<file path="src/rtl/linear_probe_hash_table_top_defines.svh">
// Assertion macros shared by the hash table RTL.
// Included by the front end, queue, back end and top level; needs nothing else.
`ifndef LINEAR_PROBE_HASH_TABLE_TOP_DEFINES_SVH
`define LINEAR_PROBE_HASH_TABLE_TOP_DEFINES_SVH

// Same-cycle implication, checked out of reset.
`define LPHT_AST_NOW(lbl, clk, rst_n, ante, cons, msg) \
  lbl: assert property (@(posedge clk) disable iff (!rst_n) (ante) |-> (cons)) \
    else $error(msg);

// Next-cycle implication, checked out of reset.
`define LPHT_AST_NEXT(lbl, clk, rst_n, ante, cons, msg) \
  lbl: assert property (@(posedge clk) disable iff (!rst_n) (ante) |=> (cons)) \
    else $error(msg);

`endif

</file>
<file path="src/rtl/lpht_pkg.sv">
// Shared widths and codes for the linear probing hash table.
// No dependencies; imported by the front end, back end and top level.
package lpht_pkg;

  localparam int KEY_W     = 64;
  localparam int VAL_W     = 32;
  localparam int KIND_W    = 2;
  localparam int STATUS_W  = 2;
  localparam int BYTE_W    = 8;
  localparam int KEY_BYTES_MAX = 8;
  // Sum of eight bytes is at most 2040.
  localparam int SUM_W     = 11;

  localparam logic [KIND_W-1:0] KIND_INSERT = 2'd0;
  localparam logic [KIND_W-1:0] KIND_SEARCH = 2'd1;
  localparam logic [KIND_W-1:0] KIND_DELETE = 2'd2;

  localparam logic [STATUS_W-1:0] ST_OK   = 2'd0;
  localparam logic [STATUS_W-1:0] ST_MISS = 2'd1;
  localparam logic [STATUS_W-1:0] ST_FULL = 2'd2;

endpackage

</file>
<file path="src/rtl/lpht_front.sv">
// Request front end: key cleanup, byte sum and reciprocal hash reduction.
// Depends on lpht_pkg and the shared assertion macros.
`include "linear_probe_hash_table_top_defines.svh"

module lpht_front import lpht_pkg::*; #(
  parameter int TABLE_SLOTS  = 30,
  parameter int HASH_MODULUS = 29,
  parameter int KEY_BYTES    = 8,
  parameter int SLOT_W       = $clog2(TABLE_SLOTS)
) (
  input  logic              clk,
  input  logic              rst_n,
  input  logic              in_valid,
  output logic              in_ready,
  input  logic [KIND_W-1:0] in_kind,
  input  logic [KEY_W-1:0]  in_lookup_key,
  input  logic [VAL_W-1:0]  in_record_value,
  output logic              push_valid,
  input  logic              push_ready,
  output logic [KIND_W-1:0] push_kind,
  output logic [KEY_W-1:0]  push_key,
  output logic [VAL_W-1:0]  push_val,
  output logic [SLOT_W-1:0] push_home
);

  // Rounded-up reciprocals; exact for dividends below 2^11 and divisors 2 to 1024.
  localparam int RCP_S  = 22;
  localparam int PROD_W = SUM_W + RCP_S;
  localparam logic [RCP_S-1:0] RCP_HM = RCP_S'((2**RCP_S + HASH_MODULUS - 1) / HASH_MODULUS);
  localparam logic [RCP_S-1:0] RCP_TS = RCP_S'((2**RCP_S + TABLE_SLOTS - 1) / TABLE_SLOTS);
  localparam logic [SUM_W-1:0] HM_DIV = SUM_W'(HASH_MODULUS);
  localparam logic [SUM_W-1:0] TS_DIV = SUM_W'(TABLE_SLOTS);

  typedef enum logic [3:0] {
    F_IDLE = 4'b0001,
    F_MOD1 = 4'b0010,
    F_MOD2 = 4'b0100,
    F_PUSH = 4'b1000
  } front_state_t;

  front_state_t      state_r, state_nxt;
  logic [KIND_W-1:0] kind_r, kind_nxt;
  logic [KEY_W-1:0]  key_r, key_nxt;
  logic [VAL_W-1:0]  val_r, val_nxt;
  logic [SUM_W-1:0]  sum_r, sum_nxt;
  logic [SUM_W-1:0]  quo_r, quo_nxt;
  logic [SUM_W-1:0]  rem_r, rem_nxt;
  logic              step_r, step_nxt;

  logic [KEY_W-1:0]  norm_key;
  logic [SUM_W-1:0]  byte_sum;
  logic [SUM_W-1:0]  dividend;
  logic [RCP_S-1:0]  recip;
  logic [SUM_W-1:0]  divisor;
  logic [PROD_W-1:0] prod;
  logic [SUM_W-1:0]  back_prod;
  logic [SUM_W-1:0]  rem_new;

  // Keep bytes below the first zero byte and within KEY_BYTES; sum them.
  always_comb begin
    logic              alive;
    logic [BYTE_W-1:0] cur_byte;
    alive    = 1'b1;
    norm_key = '0;
    byte_sum = '0;
    for (int b = 0; b < KEY_BYTES_MAX; b++) begin
      cur_byte = in_lookup_key[BYTE_W*b +: BYTE_W];
      if (b < KEY_BYTES && alive && (cur_byte != '0)) begin
        norm_key[BYTE_W*b +: BYTE_W] = cur_byte;
        byte_sum = byte_sum + SUM_W'(cur_byte);
      end else begin
        alive = 1'b0;
      end
    end
  end

  // Each reduction: quotient by reciprocal multiply, then remainder next cycle.
  assign dividend  = (state_r == F_MOD1) ? sum_r : rem_r;
  assign recip     = (state_r == F_MOD1) ? RCP_HM : RCP_TS;
  assign divisor   = (state_r == F_MOD1) ? HM_DIV : TS_DIV;
  assign prod      = PROD_W'(dividend) * PROD_W'(recip);
  assign back_prod = quo_r * divisor;
  assign rem_new   = dividend - back_prod;

  always_comb begin
    state_nxt = state_r;
    kind_nxt  = kind_r;
    key_nxt   = key_r;
    val_nxt   = val_r;
    sum_nxt   = sum_r;
    quo_nxt   = quo_r;
    rem_nxt   = rem_r;
    step_nxt  = step_r;
    case (state_r)
      F_IDLE: begin
        if (in_valid) begin
          kind_nxt  = in_kind;
          key_nxt   = norm_key;
          val_nxt   = in_record_value;
          sum_nxt   = byte_sum;
          step_nxt  = 1'b0;
          state_nxt = F_MOD1;
        end
      end
      F_MOD1: begin
        if (!step_r) begin
          quo_nxt  = prod[PROD_W-1:RCP_S];
          step_nxt = 1'b1;
        end else begin
          rem_nxt   = rem_new;
          step_nxt  = 1'b0;
          state_nxt = F_MOD2;
        end
      end
      F_MOD2: begin
        if (!step_r) begin
          quo_nxt  = prod[PROD_W-1:RCP_S];
          step_nxt = 1'b1;
        end else begin
          rem_nxt   = rem_new;
          step_nxt  = 1'b0;
          state_nxt = F_PUSH;
        end
      end
      F_PUSH: begin
        if (push_ready) begin
          state_nxt = F_IDLE;
        end
      end
      default: state_nxt = F_IDLE;
    endcase
  end

  always_ff @(posedge clk) begin
    if (!rst_n) begin
      state_r <= F_IDLE;
    end else begin
      state_r <= state_nxt;
    end
  end

  always_ff @(posedge clk) begin
    kind_r <= kind_nxt;
    key_r  <= key_nxt;
    val_r  <= val_nxt;
    sum_r  <= sum_nxt;
    quo_r  <= quo_nxt;
    rem_r  <= rem_nxt;
    step_r <= step_nxt;
  end

  assign in_ready   = (state_r == F_IDLE);
  assign push_valid = (state_r == F_PUSH);
  assign push_kind  = kind_r;
  assign push_key   = key_r;
  assign push_val   = val_r;
  assign push_home  = rem_r[SLOT_W-1:0];

  `LPHT_AST_NOW(a_home_in_range, clk, rst_n, push_valid, rem_r < TS_DIV, "home slot out of range")

endmodule

</file>
<file path="src/rtl/lpht_queue.sv">
// Two-entry queue that decouples the hash front end from the table back end.
// Depends on the shared assertion macros only.
`include "linear_probe_hash_table_top_defines.svh"

module lpht_queue #(
  parameter int W = 8
) (
  input  logic         clk,
  input  logic         rst_n,
  input  logic         push_valid,
  output logic         push_ready,
  input  logic [W-1:0] push_data,
  output logic         pop_valid,
  input  logic         pop_ready,
  output logic [W-1:0] pop_data
);

  logic [W-1:0] ent_r [2];
  logic         wr_ptr_r, wr_ptr_nxt;
  logic         rd_ptr_r, rd_ptr_nxt;
  logic [1:0]   count_r, count_nxt;
  logic         do_push;
  logic         do_pop;

  assign push_ready = (count_r != 2'd2);
  assign pop_valid  = (count_r != 2'd0);
  assign pop_data   = ent_r[rd_ptr_r];
  assign do_push    = push_valid && push_ready;
  assign do_pop     = pop_valid && pop_ready;

  always_comb begin
    wr_ptr_nxt = do_push ? ~wr_ptr_r : wr_ptr_r;
    rd_ptr_nxt = do_pop ? ~rd_ptr_r : rd_ptr_r;
    count_nxt  = count_r + 2'(do_push) - 2'(do_pop);
  end

  always_ff @(posedge clk) begin
    if (!rst_n) begin
      wr_ptr_r <= 1'b0;
      rd_ptr_r <= 1'b0;
      count_r  <= 2'd0;
    end else begin
      wr_ptr_r <= wr_ptr_nxt;
      rd_ptr_r <= rd_ptr_nxt;
      count_r  <= count_nxt;
    end
  end

  always_ff @(posedge clk) begin
    if (do_push) begin
      ent_r[wr_ptr_r] <= push_data;
    end
  end

  `LPHT_AST_NOW(a_count_bound, clk, rst_n, 1'b1, count_r != 2'd3, "queue overfilled")

endmodule

</file>
<file path="src/rtl/lpht_back.sv">
// Table back end: slot store, probe sequencer, backward-shift delete, result register.
// Depends on lpht_pkg and the shared assertion macros.
`include "linear_probe_hash_table_top_defines.svh"

module lpht_back import lpht_pkg::*; #(
  parameter int TABLE_SLOTS = 30,
  parameter int SLOT_W      = $clog2(TABLE_SLOTS)
) (
  input  logic                clk,
  input  logic                rst_n,
  input  logic                q_valid,
  output logic                q_ready,
  input  logic [KIND_W-1:0]   q_kind,
  input  logic [KEY_W-1:0]    q_key,
  input  logic [VAL_W-1:0]    q_val,
  input  logic [SLOT_W-1:0]   q_home,
  output logic                out_valid,
  input  logic                out_ready,
  output logic [STATUS_W-1:0] out_status,
  output logic [SLOT_W-1:0]   out_slot_index,
  output logic [VAL_W-1:0]    out_found_value
);

  localparam logic [SLOT_W-1:0] LAST   = SLOT_W'(TABLE_SLOTS - 1);
  localparam logic [SLOT_W:0]   TS_EXT = (SLOT_W + 1)'(TABLE_SLOTS);

  typedef enum logic [3:0] {
    B_IDLE  = 4'b0001,
    B_PROBE = 4'b0010,
    B_SHIFT = 4'b0100,
    B_DONE  = 4'b1000
  } back_state_t;

  back_state_t         state_r, state_nxt;
  logic [TABLE_SLOTS-1:0] used_r, used_nxt;
  logic [KIND_W-1:0]   op_kind_r, op_kind_nxt;
  logic [KEY_W-1:0]    op_key_r, op_key_nxt;
  logic [VAL_W-1:0]    op_val_r, op_val_nxt;
  logic [SLOT_W-1:0]   op_home_r, op_home_nxt;
  logic [SLOT_W-1:0]   cur_r, cur_nxt;
  logic [SLOT_W-1:0]   cnt_r, cnt_nxt;
  logic [SLOT_W-1:0]   hole_r, hole_nxt;
  logic [STATUS_W-1:0] res_status_r, res_status_nxt;
  logic [SLOT_W-1:0]   res_slot_r, res_slot_nxt;
  logic [VAL_W-1:0]    res_value_r, res_value_nxt;
  logic                out_valid_r, out_valid_nxt;
  logic [STATUS_W-1:0] out_status_r, out_status_nxt;
  logic [SLOT_W-1:0]   out_slot_r, out_slot_nxt;
  logic [VAL_W-1:0]    out_value_r, out_value_nxt;

  // Slot store: one write port, one registered read port.
  logic [KEY_W-1:0]    mem_key  [TABLE_SLOTS];
  logic [VAL_W-1:0]    mem_val  [TABLE_SLOTS];
  logic [SLOT_W-1:0]   mem_home [TABLE_SLOTS];
  logic [KEY_W-1:0]    rd_key_r;
  logic [VAL_W-1:0]    rd_val_r;
  logic [SLOT_W-1:0]   rd_home_r;
  logic [SLOT_W-1:0]   rd_addr;
  logic                wr_en;
  logic [SLOT_W-1:0]   wr_addr;
  logic [KEY_W-1:0]    wr_key;
  logic [VAL_W-1:0]    wr_val;
  logic [SLOT_W-1:0]   wr_home;

  logic [SLOT_W-1:0]   cur_next;
  logic [SLOT_W:0]     dist_home;
  logic [SLOT_W:0]     dist_hole;

  assign cur_next = (cur_r == LAST) ? '0 : cur_r + 1'b1;

  // Cyclic distances from the stored entry's home and from the hole.
  assign dist_home = (cur_r >= rd_home_r) ? {1'b0, cur_r - rd_home_r}
                                          : {1'b0, cur_r} + TS_EXT - {1'b0, rd_home_r};
  assign dist_hole = (cur_r >= hole_r) ? {1'b0, cur_r - hole_r}
                                       : {1'b0, cur_r} + TS_EXT - {1'b0, hole_r};

  // Read one slot ahead so every cycle examines a fresh slot.
  assign rd_addr = (state_r == B_IDLE) ? q_home : cur_next;

  always_comb begin
    state_nxt      = state_r;
    used_nxt       = used_r;
    op_kind_nxt    = op_kind_r;
    op_key_nxt     = op_key_r;
    op_val_nxt     = op_val_r;
    op_home_nxt    = op_home_r;
    cur_nxt        = cur_r;
    cnt_nxt        = cnt_r;
    hole_nxt       = hole_r;
    res_status_nxt = res_status_r;
    res_slot_nxt   = res_slot_r;
    res_value_nxt  = res_value_r;
    out_valid_nxt  = out_valid_r && !out_ready;
    out_status_nxt = out_status_r;
    out_slot_nxt   = out_slot_r;
    out_value_nxt  = out_value_r;
    q_ready        = 1'b0;
    wr_en          = 1'b0;
    wr_addr        = cur_r;
    wr_key         = op_key_r;
    wr_val         = op_val_r;
    wr_home        = op_home_r;
    case (state_r)
      B_IDLE: begin
        if (q_valid) begin
          q_ready        = 1'b1;
          op_kind_nxt    = q_kind;
          op_key_nxt     = q_key;
          op_val_nxt     = q_val;
          op_home_nxt    = q_home;
          cur_nxt        = q_home;
          cnt_nxt        = '0;
          res_status_nxt = ST_MISS;
          res_slot_nxt   = '0;
          res_value_nxt  = '0;
          if (q_kind == KIND_INSERT || q_kind == KIND_SEARCH || q_kind == KIND_DELETE) begin
            state_nxt = B_PROBE;
          end else begin
            state_nxt = B_DONE;
          end
        end
      end
      B_PROBE: begin
        case (op_kind_r)
          KIND_INSERT: begin
            if (!used_r[cur_r]) begin
              wr_en          = 1'b1;
              used_nxt[cur_r] = 1'b1;
              res_status_nxt = ST_OK;
              res_slot_nxt   = cur_r;
              state_nxt      = B_DONE;
            end else if (cnt_r == LAST) begin
              res_status_nxt = ST_FULL;
              state_nxt      = B_DONE;
            end else begin
              cur_nxt = cur_next;
              cnt_nxt = cnt_r + 1'b1;
            end
          end
          default: begin
            if (!used_r[cur_r]) begin
              state_nxt = B_DONE;
            end else if (rd_key_r == op_key_r) begin
              res_status_nxt = ST_OK;
              res_slot_nxt   = cur_r;
              if (op_kind_r == KIND_SEARCH) begin
                res_value_nxt = rd_val_r;
                state_nxt     = B_DONE;
              end else begin
                // Free the slot, then walk the rest of the cluster.
                used_nxt[cur_r] = 1'b0;
                hole_nxt        = cur_r;
                cur_nxt         = cur_next;
                cnt_nxt         = SLOT_W'(1);
                state_nxt       = B_SHIFT;
              end
            end else if (cnt_r == LAST) begin
              state_nxt = B_DONE;
            end else begin
              cur_nxt = cur_next;
              cnt_nxt = cnt_r + 1'b1;
            end
          end
        endcase
      end
      B_SHIFT: begin
        if (!used_r[cur_r]) begin
          state_nxt = B_DONE;
        end else begin
          if (dist_home >= dist_hole) begin
            // Pull the entry back into the hole.
            wr_en            = 1'b1;
            wr_addr          = hole_r;
            wr_key           = rd_key_r;
            wr_val           = rd_val_r;
            wr_home          = rd_home_r;
            used_nxt[hole_r] = 1'b1;
            used_nxt[cur_r]  = 1'b0;
            hole_nxt         = cur_r;
          end
          if (cnt_r == LAST) begin
            state_nxt = B_DONE;
          end else begin
            cur_nxt = cur_next;
            cnt_nxt = cnt_r + 1'b1;
          end
        end
      end
      B_DONE: begin
        if (!out_valid_r || out_ready) begin
          out_valid_nxt  = 1'b1;
          out_status_nxt = res_status_r;
          out_slot_nxt   = res_slot_r;
          out_value_nxt  = res_value_r;
          state_nxt      = B_IDLE;
        end
      end
      default: state_nxt = B_IDLE;
    endcase
  end

  always_ff @(posedge clk) begin
    if (!rst_n) begin
      state_r     <= B_IDLE;
      used_r      <= '0;
      out_valid_r <= 1'b0;
    end else begin
      state_r     <= state_nxt;
      used_r      <= used_nxt;
      out_valid_r <= out_valid_nxt;
    end
  end

  always_ff @(posedge clk) begin
    op_kind_r    <= op_kind_nxt;
    op_key_r     <= op_key_nxt;
    op_val_r     <= op_val_nxt;
    op_home_r    <= op_home_nxt;
    cur_r        <= cur_nxt;
    cnt_r        <= cnt_nxt;
    hole_r       <= hole_nxt;
    res_status_r <= res_status_nxt;
    res_slot_r   <= res_slot_nxt;
    res_value_r  <= res_value_nxt;
    out_status_r <= out_status_nxt;
    out_slot_r   <= out_slot_nxt;
    out_value_r  <= out_value_nxt;
  end

  always_ff @(posedge clk) begin
    if (wr_en) begin
      mem_key[wr_addr]  <= wr_key;
      mem_val[wr_addr]  <= wr_val;
      mem_home[wr_addr] <= wr_home;
    end
  end

  always_ff @(posedge clk) begin
    rd_key_r  <= mem_key[rd_addr];
    rd_val_r  <= mem_val[rd_addr];
    rd_home_r <= mem_home[rd_addr];
  end

  assign out_valid       = out_valid_r;
  assign out_status      = out_status_r;
  assign out_slot_index  = out_slot_r;
  assign out_found_value = out_value_r;

  `LPHT_AST_NOW(a_hole_behind_scan, clk, rst_n, state_r == B_SHIFT, hole_r != cur_r, "hole meets scan")
  `LPHT_AST_NEXT(a_write_sets_used, clk, rst_n, wr_en, used_r[$past(wr_addr)], "written slot not used")
  `LPHT_AST_NOW(a_fail_zero_payload, clk, rst_n, state_r == B_DONE && res_status_r != ST_OK, res_slot_r == '0 && res_value_r == '0, "failed request carries payload")

endmodule

</file>
<file path="src/rtl/linear_probe_hash_table_top.sv">
// Top level of the linear probing hash table: front end, queue and back end.
// Depends on lpht_pkg, lpht_front, lpht_queue and lpht_back.
//
// Usage: one request beat on the in_ channel (insert, search or delete of a
// key of up to eight bytes, zero padded) yields exactly one result beat on
// the out_ channel: status, slot index and found value, in request order.
// The result beat follows the request beat through two hash reductions (sum
// mod HASH_MODULUS, then mod TABLE_SLOTS), each a quotient step then a
// remainder step; the push into the queue; the pop into the back end; the
// probe of 1 to TABLE_SLOTS slots; for a delete, the backward shift of 0 to
// TABLE_SLOTS - 1 slots; and the load of the result register.
// Throughput: the front end takes a new beat only after pushing the last one;
// the back end takes a new request only after loading the last result; the
// slower side sets the rate.
// Reset clears every slot's used bit at once; no clearing pass is needed.
// When the receiver stalls, hold the result in the output register; the
// back end finishes its next request and waits, the two-entry queue fills,
// then the front end drops in_ready.
`include "linear_probe_hash_table_top_defines.svh"

module linear_probe_hash_table_top import lpht_pkg::*; #(
  parameter int TABLE_SLOTS  = 30,
  parameter int HASH_MODULUS = 29,
  parameter int KEY_BYTES    = 8
) (
  input  logic                            clk,
  input  logic                            rst_n,
  input  logic                            in_valid,
  output logic                            in_ready,
  input  logic [KIND_W-1:0]               in_kind,
  input  logic [KEY_W-1:0]                in_lookup_key,
  input  logic [VAL_W-1:0]                in_record_value,
  output logic                            out_valid,
  input  logic                            out_ready,
  output logic [STATUS_W-1:0]             out_status,
  output logic [$clog2(TABLE_SLOTS)-1:0]  out_slot_index,
  output logic [VAL_W-1:0]                out_found_value
);

  localparam int SLOT_W = $clog2(TABLE_SLOTS);
  localparam int Q_W    = KIND_W + KEY_W + VAL_W + SLOT_W;

  // Front end to queue.
  logic              f_valid;
  logic              f_ready;
  logic [KIND_W-1:0] f_kind;
  logic [KEY_W-1:0]  f_key;
  logic [VAL_W-1:0]  f_val;
  logic [SLOT_W-1:0] f_home;

  // Queue to back end.
  logic              b_valid;
  logic              b_ready;
  logic [Q_W-1:0]    b_data;
  logic [KIND_W-1:0] b_kind;
  logic [KEY_W-1:0]  b_key;
  logic [VAL_W-1:0]  b_val;
  logic [SLOT_W-1:0] b_home;

  // Clean the key and reduce its byte sum to a home slot.
  lpht_front #(
    .TABLE_SLOTS  (TABLE_SLOTS),
    .HASH_MODULUS (HASH_MODULUS),
    .KEY_BYTES    (KEY_BYTES),
    .SLOT_W       (SLOT_W)
  ) u_front (
    .clk             (clk),
    .rst_n           (rst_n),
    .in_valid        (in_valid),
    .in_ready        (in_ready),
    .in_kind         (in_kind),
    .in_lookup_key   (in_lookup_key),
    .in_record_value (in_record_value),
    .push_valid      (f_valid),
    .push_ready      (f_ready),
    .push_kind       (f_kind),
    .push_key        (f_key),
    .push_val        (f_val),
    .push_home       (f_home)
  );

  // Decouple hashing from table work.
  lpht_queue #(
    .W (Q_W)
  ) u_queue (
    .clk        (clk),
    .rst_n      (rst_n),
    .push_valid (f_valid),
    .push_ready (f_ready),
    .push_data  ({f_kind, f_key, f_val, f_home}),
    .pop_valid  (b_valid),
    .pop_ready  (b_ready),
    .pop_data   (b_data)
  );

  assign {b_kind, b_key, b_val, b_home} = b_data;

  // Probe, modify the table and present the result.
  lpht_back #(
    .TABLE_SLOTS (TABLE_SLOTS),
    .SLOT_W      (SLOT_W)
  ) u_back (
    .clk             (clk),
    .rst_n           (rst_n),
    .q_valid         (b_valid),
    .q_ready         (b_ready),
    .q_kind          (b_kind),
    .q_key           (b_key),
    .q_val           (b_val),
    .q_home          (b_home),
    .out_valid       (out_valid),
    .out_ready       (out_ready),
    .out_status      (out_status),
    .out_slot_index  (out_slot_index),
    .out_found_value (out_found_value)
  );

endmodule
</file>
<file path="config.mk">
export PLATFORM = sky130hd
export DESIGN_NAME = linear_probe_hash_table_top
export DESIGN_NICKNAME = d
export VERILOG_FILES = /design/src/rtl/lpht_pkg.sv /design/src/rtl/lpht_front.sv /design/src/rtl/lpht_queue.sv /design/src/rtl/lpht_back.sv /design/src/rtl/linear_probe_hash_table_top.sv
export VERILOG_INCLUDE_DIRS = /design/src /design/src/rtl
export SDC_FILE = /design/constraint.sdc
export NUM_CORES = 2
export LEC_CHECK = 0
export BUFFER_PORTS_ARGS = -buffer_cell sky130_fd_sc_hd__buf_2
export CORE_ASPECT_RATIO = 1.2
export CORE_UTILIZATION = 57
export CTS_CLUSTER_SIZE = 14
export DETAILED_ROUTE_END_ITERATION = 8
export PLACE_DENSITY = 0.76
export SYNTH_ARGS = -nofsm -noshare
export SYNTH_HDL_FRONTEND = slang
export SYNTH_SLANG_ARGS = --single-unit
</file>
<file path="constraint.sdc">
create_clock -name clk -period 14.5 [get_ports clk]
set_input_delay 0.725 -clock clk [delete_from_list [all_inputs] [get_ports clk]]
set_output_delay 0.725 -clock clk [all_outputs]
set_load 0.02 [all_outputs]
</file>
==> summary.md <==
| Metric | Value |
|---|---|
| Status | `finished, final reports clean` |
| Grt ovf | `0` |
| DR vias | `roughly 79000` |
| Synth top area share | `0.7134` |
| Worst Min Path Start | `in_record_value[4]` |
| Yosys reg bits | `3705` |
| Chip height | `about 560 um` |
| Worst Skew | `roughly 0.063 ns` |
| Final std cell area, no fill | `0.1665 mm^2` |
| Syn avg cell area | `18.07 um^2` |
| # IOs | `143` |
| Worst-margin pin slew | `approximately 1.3 ns` |
| PostCTS Resize Cnt | `0` |
| Nets | `between 8000 and 9000` |
| Tmin final | `roughly 8.7 ns` |
| Number of max-cap violations | `0` |
| CTS tree | `done` |
| Synth Instances | `between 8000 and 9000` |
| Most numerous cell in the Yosys netlist | `edfxtp_1` |
| DRC viols | `0` |
| Synth area leader | `edfxtp_1` |
| CORE AREA | `0.2606 mm^2` |
| Placed insts | `11580` |
| Max Transition Viols Final | `0` |
| HP Class | `input pin to flop` |
| Initial antenna violation count | `5` |
| Die X | `470.0 um` |
| Most frequent cells after synthesis | `edfxtp_1 (3560), nand2_1 (1110), mux4_2 (715)` |
| VDD IR max | `317.1 uV` |
| R2r setup slk | `5.76 ns` |
| Starting Density | `0.5750` |
| Rel. slew slack | `0.1270` |
| Worst-Skew Late Latency | `0.90 ns` |
| Final ANT Viol Nets | `0` |
| Num Clock Sinks | `between 3000 and 4000` |
| DR iter-0 viols | `approximately 9600` |
| Final worst path period share | `0.6025` |
| Vias/cell | `6.424` |
| Final Hold Slack | `0.04278 ns` |
| Sequential share of the synthesized area | `0.7328` |
| Number of global-route vias before repair | `a little over 80000` |
| DP HPWL | `between 150000 and 200000 um` |
| Layout Area Growth over Synthesis | `11.09%` |
| Share of cells above drive strength 1 | `0.2084` |
| Root buf cell | `clkbuf_16` |
| Clock tree buffer depth | `4` |
| Cell Pwr Density | `216.3 mW/mm^2` |
| # port buffers | `142` |
| Yosys warning total | `0` |
| Ys flop type | `edfxtp_1` |
| Final Routed Wirelength | `356500 um` |
| RSZ-0062 raised after global routing | `no` |
| Post-route setup slack | `5.764 ns` |
| Initial DRT Pass Iterations | `9` |
| Final setup fails | `0` |
| CP arrival | `9.21 ns` |
| FF-to-FF Start | `u_back.cur_r[1]$_DFFE_PP_` |
| Post-synthesis cell type count | `~90` |
| Post-place setup slack | `between 5 and 6 ns` |
| Placed cell area | `between 0.15 and 0.2 mm^2` |
| H-tree levels | `5` |
| Post-route insts no fill | `between 10000 and 15000` |
| Setup TNS | `0 ns` |
| Layout fillers | `approximately 17000` |
| GPL Wtd Cong | `0.8735` |
| Crit start category | `flop` |
| Hold Path End | `u_front.push_val[4]$_DFFE_PP_` |
| CP required | `14.97 ns` |
| Leakage dissipation | `between 50 and 60 nW` |
| Post-Syn Area | `0.1498 mm^2` |
| Hold path depth | `1` |
| Largest net degree at the start of global routing | `141` |
| Post-synth EDFFs | `3560` |
| Setup crit end kind | `flop` |
| Placement Rows | `205` |
| Cells taking the most area after synthesis | `edfxtp_1 (71%), mux4_2 (11%), nand2_1 (2.8%)` |
| Post-CTS Repair Setup Buffers | `0` |
| Final Hold Viols | `0` |
| Fmax | `0.1145 GHz` |
| Full die area | `between 0.2 and 0.3 mm^2` |
| Crit Reg-Reg Endpoint | `u_back.mem_val[2][31]$_DFFE_PP_` |
| Register-to-Register Path Depth | `21` |
| Crit Path Max Fanout | `44` |
| GRT Util Overall | `0.2686` |
| Avg WL per Cell | `~29 um` |
| Cts bufs inserted | `354` |
| First-pass GRT wire length | `524700 um` |
| Async SR Flop Fraction | `0` |
| CTS clock-pin slew for the worst setup and hold paths | `0.06 ns` |
| Crit Path Class | `flop to flop` |
==> area by class of cell <==
class / count / area, um^2 / area share
clock inverters: 171 / 1709 / 0.01027
well taps: 3415 / 4273 / 0.02567
multi-input cells: 3962 / 37930 / 0.2279
clock buffers: 469 / 9604 / 0.05770
repair buffers: 313 / 2317 / 0.01392
diodes: 1 / 2.502 / 0.00001503
flip-flops and latches: 3705 / 109800 / 0.6597
inverters: 215 / 807.0 / 0.004848
==> flip-flops by register name, indices dropped and copies added, names as in the netlist, 7 cells and up, named ones only <==
| signal | flops |
|---|---|
| u_back.rd_val_r | 32 |
| u_back.mem_home | 150 |
| u_back.rd_key_r | 64 |
| u_front.sum_r | 11 |
| u_back.op_key_r | 64 |
| u_back.mem_val | 960 |
| u_back.mem_key | 1920 |
| u_front.push_key | 64 |
| u_back.out_found_value | 32 |
| u_back.res_value_r | 32 |
| u_queue.ent_r | 206 |
| u_back.op_val_r | 32 |
| u_front.push_val | 32 |
| u_front.rem_r | 11 |
| u_front.quo_r | 7 |
==> what timing repair did <==
| item | in CTS | in global routing |
|---|---|---|
| endpoints found under the setup margin | 0 | 0 |
| hold endpoints to repair | 29 | 0 |
| hold buffers | 29 | 0 |
==> where the power goes <==
part	internal [W]	switching, W	leakage (nW)
Sequential	0.0130	0.000389	33.3
Clock	0.00515	0.00393	5.53
Combinational	0.00552	0.00804	16.3
==> per-stage QoR <==
step / utilization / total power (W)
detailed placement: 0.5942 / 0.02701
floorplan: - / 0.02341
global placement: 0.5942 / 0.02673
CTS: 0.6387 / 0.03611
global route: 0.6387 / 0.03767
finish: 0.6387 / 0.03600
==> layer usage <==
layer / track usage / wire length (um)
met5: 0 / 13
met4: 0.08951 / 12170
met3: 0.04014 / 31100
met2: 0.4607 / 180800
met1: 0.3544 / 132400
==> placed cells by master, fill, tap and decap left out, types with 60 or more instances in the layout <==
| cell type | n |
|---|---|
| clkbuf_16 | 357 |
| mux4_2 | 715 |
| mux2_2 | 229 |
| a31oi_1 | 104 |
| buf_4 | 122 |
| o21ai_0 | 253 |
| a211oi_1 | 108 |
| a21oi_1 | 179 |
| ha_1 | 205 |
| nand2_1 | 1110 |
| buf_2 | 142 |
| edfxtp_1 | 3560 |
| nor2_1 | 139 |
| nand3_1 | 122 |
| fa_1 | 104 |
| clkinv_2 | 60 |
| and2_1 | 82 |
| clkbuf_1 | 87 |
| xnor2_1 | 118 |
| dfxtp_1 | 144 |
| inv_1 | 213 |
==> cell families after synthesis <==
| family | synth area share |
|---|---|
| AO/OA/AOI/OAI | 0.03586 |
| adder cells (fa/ha/maj) | 0.03101 |
| flip-flops | 0.7328 |
| XOR/XNOR | 0.008467 |
| AND/OR/NAND/NOR | 0.04831 |
| buffers and inverters | 0.01680 |
| multiplexers | 0.1267 |
| other | 0.00005012 |
==> worst max-delay path, stage by stage (launching register included) <==
cell and delay (ns):
edfxtp_1 1.04, inv_1 0.48, ha_1 0.46, o21bai_1 0.08, a21oi_1 0.21, o21ai_0 0.13, a21o_1 0.19, a21oi_1 0.49
xor2_1 0.14, ha_1 0.31, a21o_1 0.11, a21oi_1 0.06, nor2b_1 0.09, o21ai_0 0.08, nand2b_1 0.08, a21oi_1 0.10
nor2_4 0.78, mux2i_2 0.49, nand3_1 0.42, nor2_4 0.68, buf_4 0.93, buf_4 0.89
==> worst max path at each step <==
stage / startpoint / endpoint / slack, ns / cells past startpoint
final: u_back.cur_r[1]$_DFFE_PP_ / u_back.mem_val[2][31]$_DFFE_PP_ / 5.76 / 21
after floorplan: u_back.cur_r[1]$_DFFE_PP_ / u_back.mem_home[29][0]$_DFFE_PP_ / 0.12 / 20
after detailed placement: in_lookup_key[0] / u_front.sum_r[9]$_DFFE_PP_ / 5.22 / 46
after CTS: u_back.cur_r[1]$_DFFE_PP_ / u_back.mem_key[24][21]$_DFFE_PP_ / 5.75 / 21
after global placement: in_lookup_key[0] / u_front.sum_r[9]$_DFFE_PP_ / 4.97 / 46
after global routing: u_back.cur_r[1]$_DFFE_PP_ / u_back.mem_key[2][18]$_DFFE_PP_ / 5.29 / 21
Note: power is estimated with default switching activity, not from simulation.
